$ cat src/rtl/tpsv_pkg.sv
`timescale 1ns / 1ps
// ----------------------------------------------------------------------------
// tpsv_pkg
// Types and constants shared by the token-pack stream validator.
// ----------------------------------------------------------------------------
package tpsv_pkg;

    localparam int IN_TDATA_W  = 8;
    localparam int OUT_TDATA_W = 136;   // 4 + 64 + 64 = 132, padded to bytes
    localparam int CFG_IDX_W   = 2;
    localparam int CFG_DATA_W  = 33;

    localparam logic [CFG_IDX_W-1:0] CFG_MAGIC   = 2'd0;
    localparam logic [CFG_IDX_W-1:0] CFG_VERSION = 2'd1;
    localparam logic [CFG_IDX_W-1:0] CFG_VOCAB   = 2'd2;

    localparam logic [31:0] RST_MAGIC   = 32'd0;
    localparam logic [31:0] RST_VERSION = 32'd1;
    localparam logic [32:0] RST_VOCAB   = 33'd65536;

    localparam logic [31:0] FNV_BASIS = 32'd2166136261;
    localparam logic [31:0] FNV_PRIME = 32'd16777619;
    localparam logic [31:0] HDR_LEN   = 32'd64;

    localparam int NUM_CHK = 11;

    localparam logic [3:0] ERR_OK       = 4'd0;
    localparam logic [3:0] ERR_SHORT    = 4'd1;
    localparam logic [3:0] ERR_MAGIC    = 4'd2;
    localparam logic [3:0] ERR_VERSION  = 4'd3;
    localparam logic [3:0] ERR_HDRLEN   = 4'd4;
    localparam logic [3:0] ERR_FLAGS    = 4'd5;
    localparam logic [3:0] ERR_RESV     = 4'd6;
    localparam logic [3:0] ERR_TABOFF   = 4'd7;
    localparam logic [3:0] ERR_LENGTH   = 4'd8;
    localparam logic [3:0] ERR_OFFTAB   = 4'd9;
    localparam logic [3:0] ERR_CHECKSUM = 4'd10;
    localparam logic [3:0] ERR_TOKEN    = 4'd11;

    typedef struct packed {
        logic [31:0] magic;
        logic [31:0] version;
        logic [32:0] vocab;
    } t_cfg;

    typedef struct packed {
        logic        valid_res;
        logic [3:0]  error_code;
        logic [63:0] seq_count;
        logic [63:0] token_count;
    } t_res;

endpackage

$ cat src/rtl/tpsv_cfg.sv
`timescale 1ns / 1ps
// ----------------------------------------------------------------------------
// tpsv_cfg
// Configuration registers: magic word, format version, vocabulary limit.
// ----------------------------------------------------------------------------
module tpsv_cfg (
    input  logic                             i_clk,
    input  logic                             i_rst_n,
    input  logic                             i_cfg_valid,
    output logic                             o_cfg_ready,
    input  logic [tpsv_pkg::CFG_IDX_W-1:0]   i_cfg_index,
    input  logic [tpsv_pkg::CFG_DATA_W-1:0]  i_cfg_data,
    output tpsv_pkg::t_cfg                   o_cfg
);
    import tpsv_pkg::*;

    t_cfg r_cfg;

    assign o_cfg_ready = 1'b1;
    assign o_cfg       = r_cfg;

    always_ff @(posedge i_clk) begin
        if (!i_rst_n) begin
            r_cfg.magic   <= RST_MAGIC;
            r_cfg.version <= RST_VERSION;
            r_cfg.vocab   <= RST_VOCAB;
        end else if (i_cfg_valid) begin
            case (i_cfg_index)
                CFG_MAGIC:   r_cfg.magic   <= i_cfg_data[31:0];
                CFG_VERSION: r_cfg.version <= i_cfg_data[31:0];
                CFG_VOCAB:   r_cfg.vocab   <= i_cfg_data;
                default: ;
            endcase
        end
    end

endmodule

$ cat src/rtl/tpsv_core.sv
`timescale 1ns / 1ps
// ----------------------------------------------------------------------------
// tpsv_core
// Input register and per-byte check logic: header capture, FNV-1a hash,
// token range, offset table and final length / checksum verdict.
// ----------------------------------------------------------------------------
module tpsv_core #(
    parameter int FILE_LEN_BITS = 32
) (
    input  logic                             i_clk,
    input  logic                             i_rst_n,
    input  tpsv_pkg::t_cfg                   i_cfg,
    input  logic                             i_tvalid,
    output logic                             o_tready,
    input  logic [tpsv_pkg::IN_TDATA_W-1:0]  i_tdata,
    input  logic                             i_tlast,
    input  logic                             i_out_free,
    output logic                             o_res_vld,
    output tpsv_pkg::t_res                   o_res
);
    import tpsv_pkg::*;

    localparam logic [FILE_LEN_BITS-1:0] POS_MAX = '1;

    localparam logic [5:0] HP_VERSION = 6'd7;
    localparam logic [5:0] HP_HDRLEN  = 6'd11;
    localparam logic [5:0] HP_FLAGS   = 6'd15;
    localparam logic [5:0] HP_SEQ     = 6'd23;
    localparam logic [5:0] HP_TOK     = 6'd31;
    localparam logic [5:0] HP_OFF     = 6'd39;
    localparam logic [5:0] HP_LAYOUT  = 6'd40;
    localparam logic [5:0] HP_EXPLEN  = 6'd41;
    localparam logic [5:0] HP_CHK     = 6'd43;
    localparam logic [5:0] HP_RESV    = 6'd44;

    // input register
    logic       r_in_vld;
    logic [7:0] r_in_byte;
    logic       r_in_last;
    logic       adv;

    // per-file state
    logic [FILE_LEN_BITS-1:0] r_pos, n_pos;
    logic [63:0] r_seq, n_seq;
    logic [63:0] r_tok, n_tok;
    logic [63:0] r_off, n_off;
    logic [31:0] r_chk, n_chk;
    logic [31:0] r_hash, n_hash;
    logic [63:0] r_wa, n_wa;
    logic [63:0] r_prev, n_prev;
    logic [NUM_CHK-1:0] r_flags, n_flags;
    logic [63:0] r_tab, n_tab;
    logic        r_seq_bad, n_seq_bad;
    logic [63:0] r_exp_len, n_exp_len;
    logic        r_len_bad, n_len_bad;

    logic [NUM_CHK-1:0] fl;
    logic [31:0] w32;
    logic        in_hdr;
    logic [5:0]  hp;
    logic [63:0] pw;
    logic [63:0] diff;
    logic [63:0] len64;
    logic [64:0] s7;
    logic [64:0] s8;
    logic [3:0]  code;
    t_res        res;

    assign adv      = r_in_vld && (!r_in_last || i_out_free);
    assign o_tready = !r_in_vld || adv;

    always_ff @(posedge i_clk) begin
        if (!i_rst_n) begin
            r_in_vld <= 1'b0;
        end else if (o_tready) begin
            r_in_vld <= i_tvalid;
        end
    end

    always_ff @(posedge i_clk) begin
        if (o_tready && i_tvalid) begin
            r_in_byte <= i_tdata;
            r_in_last <= i_tlast;
        end
    end

    always_comb begin
        n_wa      = {r_in_byte, r_wa[63:8]};
        w32       = n_wa[63:32];
        n_pos     = (r_pos == POS_MAX) ? r_pos : FILE_LEN_BITS'(r_pos + 1'b1);
        n_seq     = r_seq;
        n_tok     = r_tok;
        n_off     = r_off;
        n_chk     = r_chk;
        n_hash    = r_hash;
        n_prev    = r_prev;
        n_tab     = r_tab;
        n_seq_bad = r_seq_bad;
        n_exp_len = r_exp_len;
        n_len_bad = r_len_bad;
        fl        = '0;
        in_hdr    = (r_pos[FILE_LEN_BITS-1:6] == '0);
        hp        = r_pos[5:0];
        pw        = 64'(r_pos);
        diff      = pw - r_off;
        len64     = 64'(n_pos);
        s7        = {1'b0, r_tok[61:0], 2'b00} + 65'd64;
        s8        = {1'b0, r_off} + {1'b0, r_tab};

        if (in_hdr) begin
            if (hp < 6'd4) begin
                if (r_in_byte != i_cfg.magic[{hp[1:0], 3'b000} +: 8])
                    fl[ERR_MAGIC-1] = 1'b1;
            end else if (hp == HP_VERSION) begin
                if (w32 != i_cfg.version) fl[ERR_VERSION-1] = 1'b1;
            end else if (hp == HP_HDRLEN) begin
                if (w32 != HDR_LEN) fl[ERR_HDRLEN-1] = 1'b1;
            end else if (hp == HP_FLAGS) begin
                if (w32 != 32'd0) fl[ERR_FLAGS-1] = 1'b1;
            end else if (hp == HP_SEQ) begin
                n_seq = n_wa;
            end else if (hp == HP_TOK) begin
                n_tok = n_wa;
            end else if (hp == HP_OFF) begin
                n_off = n_wa;
            end else if (hp == HP_LAYOUT) begin
                // table offset must be 64 + 4 * tokens, no overflow
                if ((r_tok[63:62] != 2'd0) || s7[64] || (r_off != s7[63:0]))
                    fl[ERR_TABOFF-1] = 1'b1;
                n_tab     = {61'(r_seq[60:0] + 61'd1), 3'b000};
                n_seq_bad = (r_seq[63:61] != 3'd0) || (&r_seq[60:0]);
            end else if (hp == HP_EXPLEN) begin
                n_exp_len = s8[63:0];
                n_len_bad = r_seq_bad || s8[64];
            end else if (hp == HP_CHK) begin
                n_chk = w32;
            end else if (hp >= HP_RESV) begin
                if (r_in_byte != 8'd0) fl[ERR_RESV-1] = 1'b1;
            end
        end else begin
            n_hash = (r_hash ^ {24'd0, r_in_byte}) * FNV_PRIME;
            if (pw < r_off) begin
                if (r_pos[1:0] == 2'b11) begin
                    if ({1'b0, w32} >= i_cfg.vocab) fl[ERR_TOKEN-1] = 1'b1;
                end
            end else if (diff[2:0] == 3'b111) begin
                if (diff[63:3] == 61'd0) begin
                    if (n_wa != 64'd0) fl[ERR_OFFTAB-1] = 1'b1;
                end else if ((n_wa < r_prev) || (n_wa > r_tok)) begin
                    fl[ERR_OFFTAB-1] = 1'b1;
                end
                n_prev = n_wa;
            end
        end

        if (r_in_last) begin
            if (len64 < 64'(HDR_LEN)) begin
                fl[ERR_SHORT-1] = 1'b1;
            end else begin
                if (r_len_bad || (len64 != r_exp_len) || (n_pos == POS_MAX))
                    fl[ERR_LENGTH-1] = 1'b1;
                if (n_prev != r_tok) fl[ERR_OFFTAB-1] = 1'b1;
                if (n_hash != r_chk) fl[ERR_CHECKSUM-1] = 1'b1;
            end
        end

        n_flags = r_flags | fl;
        code    = ERR_OK;
        for (int k = NUM_CHK - 1; k >= 0; k--) begin
            if (n_flags[k]) code = 4'(k + 1);
        end

        res.valid_res   = (code == ERR_OK);
        res.error_code  = code;
        res.seq_count   = n_seq;
        res.token_count = n_tok;

        // verdict closes the file
        if (r_in_last) begin
            n_pos   = '0;
            n_seq   = '0;
            n_tok   = '0;
            n_hash  = FNV_BASIS;
            n_prev  = '0;
            n_flags = '0;
        end
    end

    always_ff @(posedge i_clk) begin
        if (!i_rst_n) begin
            r_pos   <= '0;
            r_seq   <= '0;
            r_tok   <= '0;
            r_hash  <= FNV_BASIS;
            r_prev  <= '0;
            r_flags <= '0;
        end else if (adv) begin
            r_pos   <= n_pos;
            r_seq   <= n_seq;
            r_tok   <= n_tok;
            r_hash  <= n_hash;
            r_prev  <= n_prev;
            r_flags <= n_flags;
        end
    end

    always_ff @(posedge i_clk) begin
        if (adv) begin
            r_wa      <= n_wa;
            r_off     <= n_off;
            r_chk     <= n_chk;
            r_tab     <= n_tab;
            r_seq_bad <= n_seq_bad;
            r_exp_len <= n_exp_len;
            r_len_bad <= n_len_bad;
        end
    end

    assign o_res_vld = adv && r_in_last;
    assign o_res     = res;

endmodule

$ cat src/rtl/tpsv_out.sv
`timescale 1ns / 1ps
// ----------------------------------------------------------------------------
// tpsv_out
// Result register on the master side; holds one verdict until taken.
// ----------------------------------------------------------------------------
module tpsv_out (
    input  logic            i_clk,
    input  logic            i_rst_n,
    input  logic            i_res_vld,
    input  tpsv_pkg::t_res  i_res,
    output logic            o_free,
    output logic            o_tvalid,
    input  logic            i_tready,
    output tpsv_pkg::t_res  o_res
);
    import tpsv_pkg::*;

    logic r_vld;
    t_res r_res;

    assign o_free   = !r_vld || i_tready;
    assign o_tvalid = r_vld;
    assign o_res    = r_res;

    always_ff @(posedge i_clk) begin
        if (!i_rst_n) begin
            r_vld <= 1'b0;
        end else if (o_free) begin
            r_vld <= i_res_vld;
        end
    end

    always_ff @(posedge i_clk) begin
        if (o_free && i_res_vld) begin
            r_res <= i_res;
        end
    end

endmodule

$ cat src/rtl/token_pack_stream_validator_unit.sv
`timescale 1ns / 1ps
// ----------------------------------------------------------------------------
// token_pack_stream_validator_unit
// Streaming validator for token-pack files, one byte per request.
// ----------------------------------------------------------------------------
// The file enters one byte per cycle on the slave side, tlast on its final
// byte. Each byte is registered, then checked in one pass of logic whose
// critical path is the 32x32 FNV multiply and the 64-bit offset compares.
// Bytes flow at one per cycle with no bubbles; only the last byte of a file
// waits while the previous verdict still sits unread in the result register.
// The verdict is formed as the last byte leaves the input register and is then
// held in the result register: tuser carries the pass flag, tdata the error
// code and the header's sequence and token counts. Configuration writes are
// taken in any cycle and are meant for use between files.
module token_pack_stream_validator_unit #(
    parameter int FILE_LEN_BITS = 32
) (
    input  logic                              i_clk,
    input  logic                              i_rst_n,
    input  logic                              i_cfg_valid,
    output logic                              o_cfg_ready,
    input  logic [tpsv_pkg::CFG_IDX_W-1:0]    i_cfg_index,
    input  logic [tpsv_pkg::CFG_DATA_W-1:0]   i_cfg_data,
    input  logic                              s_axis_tvalid,
    output logic                              s_axis_tready,
    input  logic [tpsv_pkg::IN_TDATA_W-1:0]   s_axis_tdata,   // [7:0] file_byte
    input  logic                              s_axis_tlast,   // last_byte
    output logic                              m_axis_tvalid,
    input  logic                              m_axis_tready,
    // [3:0] error_code, [67:4] seq_count, [131:68] token_count, [135:132] zero
    output logic [tpsv_pkg::OUT_TDATA_W-1:0]  m_axis_tdata,
    output logic                              m_axis_tuser    // [0] valid_res
);
    import tpsv_pkg::*;

    t_cfg cfg;
    t_res core_res;
    t_res out_res;
    logic core_res_vld;
    logic out_free;

    tpsv_cfg u_cfg (
        .i_clk       (i_clk),
        .i_rst_n     (i_rst_n),
        .i_cfg_valid (i_cfg_valid),
        .o_cfg_ready (o_cfg_ready),
        .i_cfg_index (i_cfg_index),
        .i_cfg_data  (i_cfg_data),
        .o_cfg       (cfg)
    );

    tpsv_core #(
        .FILE_LEN_BITS (FILE_LEN_BITS)
    ) u_core (
        .i_clk      (i_clk),
        .i_rst_n    (i_rst_n),
        .i_cfg      (cfg),
        .i_tvalid   (s_axis_tvalid),
        .o_tready   (s_axis_tready),
        .i_tdata    (s_axis_tdata),
        .i_tlast    (s_axis_tlast),
        .i_out_free (out_free),
        .o_res_vld  (core_res_vld),
        .o_res      (core_res)
    );

    tpsv_out u_out (
        .i_clk     (i_clk),
        .i_rst_n   (i_rst_n),
        .i_res_vld (core_res_vld),
        .i_res     (core_res),
        .o_free    (out_free),
        .o_tvalid  (m_axis_tvalid),
        .i_tready  (m_axis_tready),
        .o_res     (out_res)
    );

    assign m_axis_tdata = {4'd0, out_res.token_count, out_res.seq_count, out_res.error_code};
    assign m_axis_tuser = out_res.valid_res;

endmodule

$ cat config.mk
export PLATFORM = sky130hd
export DESIGN_NAME = token_pack_stream_validator_unit
export DESIGN_NICKNAME = d
export VERILOG_FILES = /design/src/rtl/tpsv_pkg.sv /design/src/rtl/tpsv_cfg.sv /design/src/rtl/tpsv_core.sv /design/src/rtl/tpsv_out.sv /design/src/rtl/token_pack_stream_validator_unit.sv
export SDC_FILE = /design/constraint.sdc
export NUM_CORES = 2
export LEC_CHECK = 0
export BUFFER_PORTS_ARGS = -buffer_cell sky130_fd_sc_hd__buf_2
export CORE_AREA = 4 4 329 331
export DETAILED_ROUTE_END_ITERATION = 10
export DIE_AREA = 0 0 333 335
export PLACE_DENSITY = 0.75
export SLEW_MARGIN = 20
export SYNTH_ARGS = -nofsm -noshare
export SYNTH_HDL_FRONTEND = slang
export SYNTH_SLANG_ARGS = --single-unit
$ cat constraint.sdc
create_clock -name i_clk -period 14 [get_ports i_clk]
set_input_delay 2.8 -clock i_clk [delete_from_list [all_inputs] [get_ports i_clk]]
set_output_delay 2.8 -clock i_clk [all_outputs]
set_load 0.005 [all_outputs]
==> out/results.tsv <==
metric	value	unit
p_per_area	98.6	nW/um^2
ios	189	
drv_cap	0	
cts_resized	0	
max_freq	0.112	GHz
hold_end	u_cfg.o_cfg[68]	
dr_total_vias	44830	
synth_flop_cell	edfxtp_1	
synth-seq-cells	787	
final-setup-viol-count	0	
ant_nets	0	
drtPass1Iterations	6	
crit_path_max_incr_delay	0.73	ns
synth_mux_area_share	3.15	%
hold_viol_final	0	
crit_family	adder cells	
drtIter0Drc	6060	
hold_path_depth	2	
rsz0062_at_grt	false	
period_share	63.5	%
synth_xor_xnor_area_share	7.79	%
clock_latency	0.71	ns
initial_core_util	49.7	%
ys_types	97	
post_cts_buffers	0	
grt_pass1_wl	282000	microns
core_area	105000	sq um
r2r_cells	27	
ir_worst_vdd	0.0983	mV
final.min_clock_period	8.90	ns
final_common_cell	inv_1	
timing.rr.end	u_out.o_res[131]	
drive_above_1_share	10.5	%
worst_clock_skew	0.0516	ns
fin_ws	5.10	ns
cts_tree	done	
cp_data_arrival_time	9.34	ns
die_x	333	microns
cp-start-kind	flip-flop	
area_growth	10.1	%
yosysSeqAreaShare	38.2	%
portBuffers	183	
dieArea	112000	sq um
grt-ovfl-total	0	
n_fill_cell	9325	
status	finished, final reports clean	
final.setup.tns	0	ns
grt_use_total	33.9	%
nets	6134	
yosys.area_share.simple	15.7	%
hp-start	u_cfg.o_cfg[68]	
path_clk_slew	0.06	ns
syn_area_per_cell	9.52	sq um
ctsRootBufferMaster	clkbuf_16	
drcViolationCount	0	
wirelength	195000	microns
worstMarginPinSlew	1.14	ns
reg2reg_from	u_core.r_in_byte[3]	
synth_fa_ha_area_share	13.4	%
via_per_inst	6.37	
num_rows	119	
detailed_place_hpwl	146000	microns
clock_sinks	787	
synth_edf_count	421	
p_leak	0.0227	uW
required	14.44	ns
final_cell_mix	484 x inv_1, 466 x nand2_1, 438 x ha_1, 421 x edfxtp_1, 366 x dfxtp_1	
critPathMostFrequentCell	inv_1	
critPathKind	reg -> reg	
synth_top_family_by_area	compound AO/OA/AOI/OAI gates	
die_h	335	microns
grt_max_degree	98	
path_buf_inv	5	
crit_path_end_kind	flip-flop	
grt_antenna_before_repair	9	
crit_slowest_cell	edfxtp_1	
crit_path_max_fanout	14	
pre_cts_slack	5.25	ns
slew_headroom	23.0	%
slew_viol_final	0	
grt_pass1_vias	41700	
gp_congestion	1.09	
post_synth_instance_area	52300	sq um
async_flop_share	0	%
clock_path_buffers	3	
min-delay-path-class	reg -> reg	
r2r_slack	5.10	ns
netlist_instances	5492	
synth_compound_area_share	16.1	%
synth.yosys.warnings	0	
ctsHoldBuffers	0	
htreeDepth	3	
cts_made_buffers	86	
post_drt_wl_per_cell	27.8	microns
## synth_stat cells, types with 41 or more instances
library cell,instances,share of area (%)
a21boi_0,117,1.7
a21o_1,114,1.6
a21oi_1,209,2.0
a22oi_1,215,3.1
and3_1,42,0.50
clkbuf_1,257,1.8
dfxtp_1,366,14
edfxtp_1,421,24
fa_1,76,2.9
ha_1,438,10
inv_1,484,3.5
mux2_2,111,2.4
nand2_1,467,3.4
nand3_1,127,1.2
nand4_1,117,1.4
nor2_1,185,1.3
nor2b_1,261,3.1
nor3_1,100,0.96
nor4_1,100,1.2
o21ai_0,186,1.8
o22ai_1,41,0.49
xnor2_1,270,4.5
xor2_1,184,3.1
## worst max path at each step
| stage | startpoint | to | slack, ns | depth (start not counted) |
|---|---|---|---|---|
| floorplan | m_axis_tready | u_core.r_off[0] | 3.73 | 6 |
| global placement | u_core.r_in_byte[3] | u_out.o_res[131] | 5.37 | 27 |
| detailed placement | u_core.r_in_byte[3] | u_out.o_res[129] | 5.25 | 28 |
| CTS | u_core.r_in_byte[3] | u_out.o_res[131] | 5.15 | 27 |
| global route | u_core.r_in_byte[3] | u_out.o_res[131] | 4.54 | 27 |
| finish | u_core.r_in_byte[3] | u_out.o_res[131] | 5.10 | 27 |
## stage by stage
stage / power [uW] / cell area, sq um / cells / utilization, % / hold WS, ns
2_1_floorplan: 3050 / 52300 / 5495 / - / 0.431
3_3_place_gp: 3290 / 54600 / 6874 / 51.9 / 0.443
3_5_place_dp: 3300 / 54600 / 6874 / 51.9 / 0.452
4_1_cts: 5680 / 57600 / 7034 / 54.8 / 0.466
5_1_grt: 5870 / 57600 / 7035 / 54.8 / 0.486
6_report: 5680 / 57600 / 7036 / 54.8 / 0.464
## kinds of logic (layout without fill, tap and decap cells)
group	after synthesis	in the layout
other	2	7
buffers and inverters	773	921
adder cells (fa/ha/maj)	514	514
flip-flops	787	787
AO/OA/AOI/OAI	1229	1229
multiplexers	140	140
XOR/XNOR	458	458
AND/OR/NAND/NOR	1589	1589
## final cells by class
class                           instances  area, sq um  share of cell area, %
Inverter                              485         1820                   3.16
Clock inverter                         45          553                  0.961
Clock buffer                          115         2410                   4.19
Tap cell                             1391         1740                   3.02
Antenna cell                            2         5.00                0.00869
Timing Repair Buffer                  276         1620                   2.82
Multi-Input combinational cell       3935        29400                   51.1
Sequential cell                       787        20000                   34.7
## worst min-delay path, cell delays in order (launching register included)
cell and delay, ns:
dfxtp_1 0.31, nand2_1 0.04, a21boi_0 0.06
## state kept, by name, summed over array words and instances (netlist names), 8 cells and up
signal,cells
u_out.o_res,133
u_cfg.o_cfg,97
u_core.r_exp_len,64
u_core.r_off,64
u_core.r_prev,64
u_core.r_seq,64
u_core.r_tok,64
u_core.r_tab,61
u_core.r_wa,56
u_core.r_chk,32
u_core.r_hash,32
u_core.r_pos,32
u_core.r_flags,11
u_core.r_in_byte,8
## routing by layer
| metal | vias to the layer above | GRT usage [%] | routed length (microns) |
|---|---|---|---|
| li1 | 19897 | - | - |
| met1 | 21626 | 46.9 | 78900 |
| met2 | 2737 | 50.2 | 82300 |
| met3 | 564 | 6.48 | 21300 |
| met4 | 6 | 18.3 | 12800 |
| met5 | - | 0 | 29 |
## power breakdown
| part | switching [uW] | internal (uW) | leakage (uW) |
|---|---|---|---|
| clock network | 1020 | 1400 | 0.00145 |
| logic | 489 | 297 | 0.0141 |
| registers | 35.5 | 2440 | 0.00714 |
| total | 1540 | 4140 | 0.0227 |
No activity file was read; power rests on OpenSTA's default activity.
